### src/rtl/core/vmsg_pkg.sv
// Shared types and constants for the von Mises stress and gradient unit.
package vmsg_pkg;

  typedef enum logic [1:0] {
    LAYOUT_PLANE_STRESS = 2'd0,
    LAYOUT_PLANE_STRAIN = 2'd1,
    LAYOUT_SOLID        = 2'd2
  } layout_t;

  localparam int CFG_INDEX_W = 2;
  localparam int CFG_DATA_W  = 16;
  localparam int GUARD_W     = 16;

  localparam logic [CFG_INDEX_W-1:0] CFG_LAYOUT  = 2'd0;
  localparam logic [CFG_INDEX_W-1:0] CFG_GRAD_EN = 2'd1;
  localparam logic [CFG_INDEX_W-1:0] CFG_GUARD   = 2'd2;

  localparam logic [GUARD_W-1:0] GUARD_RESET = 16'd1;

  localparam int QUEUE_DEPTH = 4;

  typedef struct packed {
    logic full;
    logic empty;
  } fifo_status_t;

endpackage

### src/rtl/core/vmsg_front.sv
// Front end: accepts input beats and maps the stress layout onto uniform operands.
module vmsg_front #(
  parameter int DATA_WIDTH = 32,
  parameter int ENTRY_W    = 12 * DATA_WIDTH + 6
) (
  input  logic                          in_valid,
  output logic                          in_stall,
  input  logic signed [DATA_WIDTH-1:0]  stress [6],
  input  logic signed [DATA_WIDTH-1:0]  deriv [6],
  input  vmsg_pkg::layout_t             layout,
  input  vmsg_pkg::fifo_status_t        q_status,
  output logic                          push,
  output logic [ENTRY_W-1:0]            push_data
);

  localparam int XW = DATA_WIDTH + 1;

  logic signed [XW-1:0] sx [3];
  logic signed [XW-1:0] dx [3];
  logic signed [XW-1:0] xv [3];
  logic signed [XW-1:0] yv [3];
  logic signed [DATA_WIDTH-1:0] zv [3];
  logic signed [DATA_WIDTH-1:0] wv [3];

  always_comb begin
    for (int k = 0; k < 3; k++) begin
      sx[k] = XW'(stress[k]);
      dx[k] = XW'(deriv[k]);
    end
    xv[0] = sx[0] - sx[1];
    yv[0] = dx[0] - dx[1];
    case (layout)
      vmsg_pkg::LAYOUT_PLANE_STRESS: begin
        xv[1] = sx[1];
        yv[1] = dx[1];
        xv[2] = sx[0];
        yv[2] = dx[0];
        zv[0] = stress[2];
        wv[0] = deriv[2];
        zv[1] = '0;
        wv[1] = '0;
        zv[2] = '0;
        wv[2] = '0;
      end
      vmsg_pkg::LAYOUT_PLANE_STRAIN: begin
        xv[1] = sx[1] - sx[2];
        yv[1] = dx[1] - dx[2];
        xv[2] = sx[2] - sx[0];
        yv[2] = dx[2] - dx[0];
        zv[0] = stress[3];
        wv[0] = deriv[3];
        zv[1] = '0;
        wv[1] = '0;
        zv[2] = '0;
        wv[2] = '0;
      end
      default: begin
        xv[1] = sx[1] - sx[2];
        yv[1] = dx[1] - dx[2];
        xv[2] = sx[2] - sx[0];
        yv[2] = dx[2] - dx[0];
        zv[0] = stress[3];
        wv[0] = deriv[3];
        zv[1] = stress[4];
        wv[1] = deriv[4];
        zv[2] = stress[5];
        wv[2] = deriv[5];
      end
    endcase
  end

  assign push_data = {xv[0], xv[1], xv[2], yv[0], yv[1], yv[2],
                      zv[0], zv[1], zv[2], wv[0], wv[1], wv[2]};
  assign in_stall  = q_status.full;
  assign push      = in_valid && !q_status.full;

endmodule

### config.mk
export PLATFORM = sky130hd
export DESIGN_NAME = vmsg_front
export DESIGN_NICKNAME = d
export VERILOG_FILES = /design/src/rtl/core/vmsg_pkg.sv /design/src/rtl/core/vmsg_front.sv
export SDC_FILE = /design/constraint.sdc
export NUM_CORES = 1
export LEC_CHECK = 0
export BUFFER_PORTS_ARGS = -buffer_cell sky130_fd_sc_hd__buf_4
export CAP_MARGIN = 0
export CORE_AREA = 2 2 307 309
export DETAILED_ROUTE_END_ITERATION = 16
export DIE_AREA = 0 0 309 311
export PLACE_DENSITY = 0.33
export SLEW_MARGIN = 5
export SYNTH_ARGS = -nofsm -noshare
export SYNTH_HDL_FRONTEND = slang
export SYNTH_SLANG_ARGS = --single-unit
### constraint.sdc
create_clock -name vclk -period 7.5
set_clock_uncertainty 0.05 [all_clocks]
set_input_delay 0.75 -clock vclk [all_inputs]
set_output_delay 0.75 -clock vclk [all_outputs]
set_load 0.05 [all_outputs]
==> metrics <==
number of global-route vias before repair 17890; final setup TNS 0 ns; Max-Cap Viols 0; Routed wire per std cell 22.08 um; sequential cell count 0; Slew @ Worst Pin 1.017 ns; area leader, netlist ha_1; wire length of the first global-routing pass 128200 um; post-DP HPWL 81620 um; Hold-fix buffers, CTS 0; number of remaining DRC errors 0; Yosys warnings 0; CP Capture Type primary output; post-CTS resize count 0; Setup CP Type primary input to primary output; syn_nets 2735; syn_area_per_cell 6.208 um^2; maximum clock frequency 193.9 MHz; Synth Cell Area 13330 um^2; Die Height 311 um; status complete, no violations; die area 96100 um^2; Core Box Area 92770 um^2; post-route insts no fill 4110; Startpoint Class primary input; Initial DRC Count 986; Hold Fails Final Rpt 0; unrepaired setup endpoints after global routing false; Syn-to-layout area delta 53.45%; Hold Path Depth 2; clock buffer count 0; Initial Util 14.37%; largest net degree at the start of global routing 131; RePlAce Congestion 0.8881; final wirelength 90730 um; gr usage total 17.96%; filler cell count 10920; most frequent cells after synthesis a21oi_1 (264), inv_1 (237), nand2_1 (199); Peak VDD IR 0.06812 mV; Routed Antenna Nets 0; Reg area 0 um^2; Pwr Total 2.936 mW; Distinct cells, synth 81; Worst path slowest cell o21ai_1; GRT overflow 0; Die X 309 um; via/cell ratio 4.300; CP cell instances buf_4 > inv_1 > ha_1 > fa_1 > nor2b_1 > o31ai_4 > a21oi_1 > o41ai_1 > o21ai_1 > a31oi_4 > a31oi_1 > a21oi_1 > xnor2_1 > buf_4; Required @ worst endpoint 6.70 ns; CP max FO 5; initial antenna violation count 25; Port Buf Inserts 780; Pwr Density 143.5 nW/um^2; Seq/Total Area, Yosys 0%; worst rel slew slack 32.18%; post-synth top area share 18.02%; fin nets 3432; placed instance count 4097; Cells after Synth 2148; Tmin final 5.158 ns; row count 112; final core occ 22.06%; most frequent cell after synthesis a21oi_1; synth top area cells ha_1 (18%), a21oi_1 (9.9%), o21ai_0 (7.3%); Crit path arrival time 4.36 ns; Hold Worst Slack 1.715 ns; I/O Pins 781; First-pass DRT Iterations 5; layout cell share with drive strength beyond 1 28.70%; postcts setup bufs 0; via count 17680; final setup fails 0; Final Slew Violations 0; Leak 10.59 nW; max incr delay on CP 0.50 ns; fin crit share 68.77%; HP Class primary input to primary output
per-stage QoR:
stage               area, um^2  worst slack (ns)
finish                   20460             2.342
global route             20450             2.191
CTS                      20430             2.397
detailed placement       20430             2.417
global placement         20430             2.390
floorplan                13330             2.311
area by class of cell:
type / instances / area (um^2) / share of cell area [%]
Antenna cell: 13 / 32.53 / 0.1590
Inverter: 237 / 889.6 / 4.348
Tap cell: 1254 / 1569 / 7.668
Multi-Input combinational cell: 1817 / 12050 / 58.88
Timing Repair Buffer: 789 / 5923 / 28.95
final timing paths:
path         from        endpoint
min   q_status[1]        in_stall
max   stress[160]  push_data[385]
critical path: cells and delay by family:
family / cells / cell delay [ns]
AND/OR/NAND/NOR: 1 / 0.27
buffers and inverters: 3 / 0.36
AO/OA/AOI/OAI: 7 / 2.15
XOR/XNOR: 1 / 0.16
adder cells (fa/ha/maj): 2 / 0.66
routing by layer:
layer | vias up | share of wire, % | global-route usage [%]
met3 | 70 | 5.2 | 2.806
met2 | 499 | 52 | 34.05
li1 | 8908 | - | -
met5 | - | 0.0088 | 0
met1 | 8196 | 40 | 20.74
met4 | 2 | 3.2 | 4.115
logic make-up after synthesis:
logic type	synth area share, %
AO/OA/AOI/OAI	34.78
AND/OR/NAND/NOR	26.58
buffers and inverters	9.731
adder cells (fa/ha/maj)	18.92
XOR/XNOR	9.918
multiplexers	0.07507
placed cells by master (no fill, tap or decap), types with 5 or more instances in the layout:
master / count
nor3b_1: 8
a31oi_1: 15
a211oi_1: 13
xor2_1: 61
o41ai_1: 9
o31ai_1: 21
a31o_2: 5
and2_1: 134
nor2b_1: 22
diode_2: 13
a21boi_0: 10
nor3_1: 24
and3_1: 28
buf_4: 789
nand4_1: 26
nand2b_1: 37
ha_1: 192
o21a_1: 24
inv_1: 237
xnor2_1: 90
nand3_1: 35
o211ai_1: 15
a21oi_1: 264
o21bai_1: 19
fa_1: 6
nand2_1: 199
nor2_1: 165
a21o_1: 97
o21ai_0: 195
a211o_1: 6
report_power, final:
group / internal (mW) / total (mW) / leakage (nW) / switching, mW
combinational: 0.937 / 2.94 / 10.6 / 2.00
clock: 0.000000218 / 0.000000218 / 0.0000824 / 0
sequential: 0 / 0 / 0 / 0
Power figures use the tool's default switching activity.
