==> src/rtl/core/vmsg_pkg.sv <==
// Shared types and constants for the von Mises stress and gradient unit.
package vmsg_pkg;

  typedef enum logic [1:0] {
    LAYOUT_PLANE_STRESS = 2'd0,
    LAYOUT_PLANE_STRAIN = 2'd1,
    LAYOUT_SOLID        = 2'd2
  } layout_t;

  localparam int CFG_INDEX_W = 2;
  localparam int CFG_DATA_W  = 16;
  localparam int GUARD_W     = 16;

  localparam logic [CFG_INDEX_W-1:0] CFG_LAYOUT  = 2'd0;
  localparam logic [CFG_INDEX_W-1:0] CFG_GRAD_EN = 2'd1;
  localparam logic [CFG_INDEX_W-1:0] CFG_GUARD   = 2'd2;

  localparam logic [GUARD_W-1:0] GUARD_RESET = 16'd1;

  localparam int QUEUE_DEPTH = 4;

  typedef struct packed {
    logic full;
    logic empty;
  } fifo_status_t;

endpackage

==> src/rtl/core/vmsg_queue.sv <==
// Short queue that decouples the front end from the arithmetic back end.
module vmsg_queue #(
  parameter int WIDTH = 32,
  parameter int DEPTH = 4
) (
  input  logic                    clk,
  input  logic                    rst,
  input  logic                    push,
  input  logic [WIDTH-1:0]        push_data,
  input  logic                    pop,
  output logic [WIDTH-1:0]        pop_data,
  output vmsg_pkg::fifo_status_t  status
);

  localparam int AW = (DEPTH > 1) ? $clog2(DEPTH) : 1;
  localparam int CW = $clog2(DEPTH + 1);
  localparam logic [AW-1:0] LAST = AW'(DEPTH - 1);
  localparam logic [CW-1:0] FULL_COUNT = CW'(DEPTH);

  logic [WIDTH-1:0] mem [DEPTH];
  logic [AW-1:0]    wr_ptr;
  logic [AW-1:0]    rd_ptr;
  logic [CW-1:0]    count;

  always_ff @(posedge clk) begin
    if (push) begin
      mem[wr_ptr] <= push_data;
    end
  end

  always_ff @(posedge clk) begin
    if (rst) begin
      wr_ptr <= '0;
      rd_ptr <= '0;
      count  <= '0;
    end else begin
      if (push) begin
        wr_ptr <= (wr_ptr == LAST) ? '0 : wr_ptr + 1'b1;
      end
      if (pop) begin
        rd_ptr <= (rd_ptr == LAST) ? '0 : rd_ptr + 1'b1;
      end
      if (push && !pop) begin
        count <= count + 1'b1;
      end else if (pop && !push) begin
        count <= count - 1'b1;
      end
    end
  end

  assign pop_data     = mem[rd_ptr];
  assign status.full  = (count == FULL_COUNT);
  assign status.empty = (count == '0);

  a_count_bound: assert property (@(posedge clk) disable iff (rst) count <= FULL_COUNT)
    else $error("Queue count exceeds its depth.");
  a_pop_only: assert property (@(posedge clk) disable iff (rst)
    (pop && !push) |=> count == $past(count) - 1'b1)
    else $error("Queue count did not drop on a pop.");
  a_push_only: assert property (@(posedge clk) disable iff (rst)
    (push && !pop) |=> count == $past(count) + 1'b1)
    else $error("Queue count did not rise on a push.");

endmodule

==> config.mk <==
export PLATFORM = sky130hd
export DESIGN_NAME = vmsg_queue
export DESIGN_NICKNAME = d
export VERILOG_FILES = /design/src/rtl/core/vmsg_pkg.sv /design/src/rtl/core/vmsg_queue.sv
export SDC_FILE = /design/constraint.sdc
export NUM_CORES = 1
export LEC_CHECK = 0
export BUFFER_PORTS_ARGS = -buffer_cell sky130_fd_sc_hd__buf_2
export CAP_MARGIN = 10
export CORE_ASPECT_RATIO = 0.5
export CORE_MARGIN = 8
export CORE_UTILIZATION = 30
export CTS_CLUSTER_SIZE = 14
export DETAILED_ROUTE_END_ITERATION = 16
export SYNTH_ARGS = -nofsm -noshare
export SYNTH_HDL_FRONTEND = slang
export SYNTH_SLANG_ARGS = --single-unit
==> constraint.sdc <==
create_clock -name clk -period 2.9 [get_ports clk]
set_input_delay 0.29 -clock clk [delete_from_list [all_inputs] [get_ports clk]]
set_output_delay 0.29 -clock clk [all_outputs]
set_load 0.02 [all_outputs]
==> impl_results.md <==
* Static leakage at 2.16 nW
* Synth Instances at 211
* FF-to-FF Start: wr_ptr[0]$_SDFFE_PP0P_
* CP arrival at 2.03 ns
* Height of the die at 108 um
* Syn nets at 254
* # resized after CTS at 0
* Area grow syn2layout at 23.4%
* Reg power frac at 0.473
* Sw Ratio at 0.212
* Vias per cell at 4.33
* Max Cap Viol at 0
* Reg2Reg Setup Slack at 1.12 ns
* Routed Antenna Nets at 0
* Hold path depth at 1
* Yosys warning count at 0
* Largest net degree at the start of global routing at 33
* HPWL Detailed at 6100 um
* Io pins at 70
* Die width at 200 um
* Slew of the pin with the lowest slew margin at 0.939 ns
* Input/output buffers at 69
* Routed WL at 9530 um
* RSZ-0062 raised after global routing: no
* Worst-Skew Late Latency at 0.40 ns
* Clk sink count at 137
* Final Skew at 0.00793 ns
* Hold Path End: mem[1][11]$_DFFE_PP_
* Filler cells at 1505
* Hold Slack at 0.107 ns
* Worst Path Required at 2.61 ns
* Maximum clock frequency at 430 MHz
* Layout Nets at 336
* Tcrit/Tclk final at 0.802
* Most frequent cells in the layout: 128 x edfxtp_1, 69 x buf_2, 30 x mux4_2
* TritonCTS clock tree: built
* Fraction of final layout cells sized beyond drive strength 1 at 0.441
* Vias in the first global route at 2603
* Root buffer cell: clkbuf_16
* VDD IR max at 0.466 mV
* Initial drt markers at 124
* Cell variety after synth at 19
* Final Hold Viols at 0
* Status: finished, final reports clean
* Critical Path Sink Type: output port
* CTS Hold Bufs at 0
* Setup TNS at 0 ns
* Mean Syn Cell Area at 24.2 um^2
* GP Congestion at 0.642
* Post-CTS Setup Inserts at 0
* Drt pass-1 iters at 4
* Dpl cells at 501
* CP Class: register to output port
* Layout Cells excl Fill at 533
* Fin. max-slew vios at 0
* Cts bufs inserted at 17
* CTS clk-pin slew, worst paths at 0.06 ns
* Int Power at 3.85 mW
* Mapped Area at 5100 um^2
* Max clock buf depth at 2
* Post-synthesis sequential element count at 137
* Die area at 21700 um^2
* Placed Area at 5670 um^2
* Combinational share of power at 0.085
* First-pass GRT wire length at 14800 um
* Avg WL per Cell at 17.9 um
* Residual DRC count at 0
* Hold wc startpoint: push_data[11]
* Vias at 2307
* Antenna violations before repair at 1
* Htree depth at 4
* Switching power at 1.04 mW
* Hold Crit Class: primary input to register
* Starting density of the core at 0.309
* Clk pwr share at 0.442
* Crit path launch type: register
* Core area at 16500 um^2
* Pwr Total at 4.89 mW
* All-Layer GR Usage at 0.0897
* # rows at 33
* Final global-route overflow total at 0
* R2R cell count at 2
* Worst r2r dst: mem[3][20]$_DFFE_PP_
* Number of diodes at 0
* Sequential fraction of the synthesis area at 0.789
* P per Cell Area at 777 nW/um^2
* Final Setup Violations at 0
* Slew Limit Headroom at 0.374
* Final instance area at 6290 um^2
* Crit Path Max Fanout at 21
* Commonest non-fill, non-tap cell in the layout: edfxtp_1
* Post-route minimum period at 2.32 ns
-- worst max-delay path, stage by stage (launching register included) --
cell and delay [ns]:
dfxtp_2 0.62, buf_12 0.27, mux4_2 0.55, buf_2 0.18
-- power by group through the flow --
stage	logic [mW]	registers [mW]	clock network [mW]
6_report	0.415	2.31	2.16
5_1_grt	0.451	2.33	2.27
4_1_cts	0.430	2.32	2.20
3_5_place_dp	0.428	2.36	0
3_3_place_gp	0.415	2.35	0
2_1_floorplan	0.294	2.33	0
-- synth_stat cells (all sizes together) --
library cell | count | share of area
nor3b | 2 | 0.0029
mux2i | 4 | 0.0079
or3 | 1 | 0.0012
nor2 | 7 | 0.0052
mux4 | 32 | 0.14
fa | 1 | 0.0039
buf | 7 | 0.017
inv | 4 | 0.0029
ha | 6 | 0.015
edfxtp | 128 | 0.75
and2 | 4 | 0.0049
a21oi | 2 | 0.0020
dfxtp | 9 | 0.035
o21ai | 1 | 0.00098
nor3 | 1 | 0.00098
xor2 | 2 | 0.0034
-- area by class of cell --
| cell class | instances | area [um^2] | area share |
|---|---|---|---|
| Timing Repair Buffer | 70 | 365 | 0.0581 |
| Clock buffer | 29 | 606 | 0.0963 |
| Sequential cell | 137 | 4030 | 0.640 |
| Multi-Input combinational cell | 63 | 978 | 0.156 |
| Clock inverter | 3 | 16.3 | 0.00259 |
| Tap cell | 227 | 284 | 0.0451 |
| Inverter | 4 | 15.0 | 0.00239 |
-- sequential cells by signal, indices dropped and copies added, names as in the netlist, named ones only --
name,cells
rd_ptr,2
wr_ptr,2
mem,128
count,3
-- cells by family (layout without fill, tap and decap cells) --
family	after synthesis	after routing	synth area share
AOI/OAI and AO/OA	3	3	0.00294
xor gates and xnor gates	2	2	0.00344
adders and majority gates	7	7	0.0187
buffers and inverters	11	106	0.0199
DFF	137	137	0.789
muxes	36	36	0.151
and+or+nand+nor	15	15	0.0152
-- stage by stage --
stage / setup slack (ns) / utilization
3_3_place_gp: 0.951 / 0.343
6_report: 0.575 / 0.381
2_1_floorplan: 1.17 / -
4_1_cts: 0.495 / 0.381
5_1_grt: 0.434 / 0.381
3_5_place_dp: 0.927 / 0.343
-- routing by layer --
metal / vias up / part of all wire / track usage
li1: 1049 / - / -
met1: 1205 / 0.42 / 0.0999
met2: 39 / 0.54 / 0.162
met3: 12 / 0.032 / 0.0230
met4: 2 / 0.011 / 0.0439
met5: - / 0.00084 / 0
-- worst max path at each step --
stage / from / endpoint / slack, ns
after global routing: register / pop_data[0] / 0.43
after floorplan: wr_ptr[0]$_SDFFE_PP0P_ / mem[3][0]$_DFFE_PP_ / 1.17
final: register / pop_data[25] / 0.58
after detailed placement: register / pop_data[0] / 0.93
after CTS: register / pop_data[0] / 0.49
after global placement: register / pop_data[0] / 0.95
(Power assumes the default switching activity.)
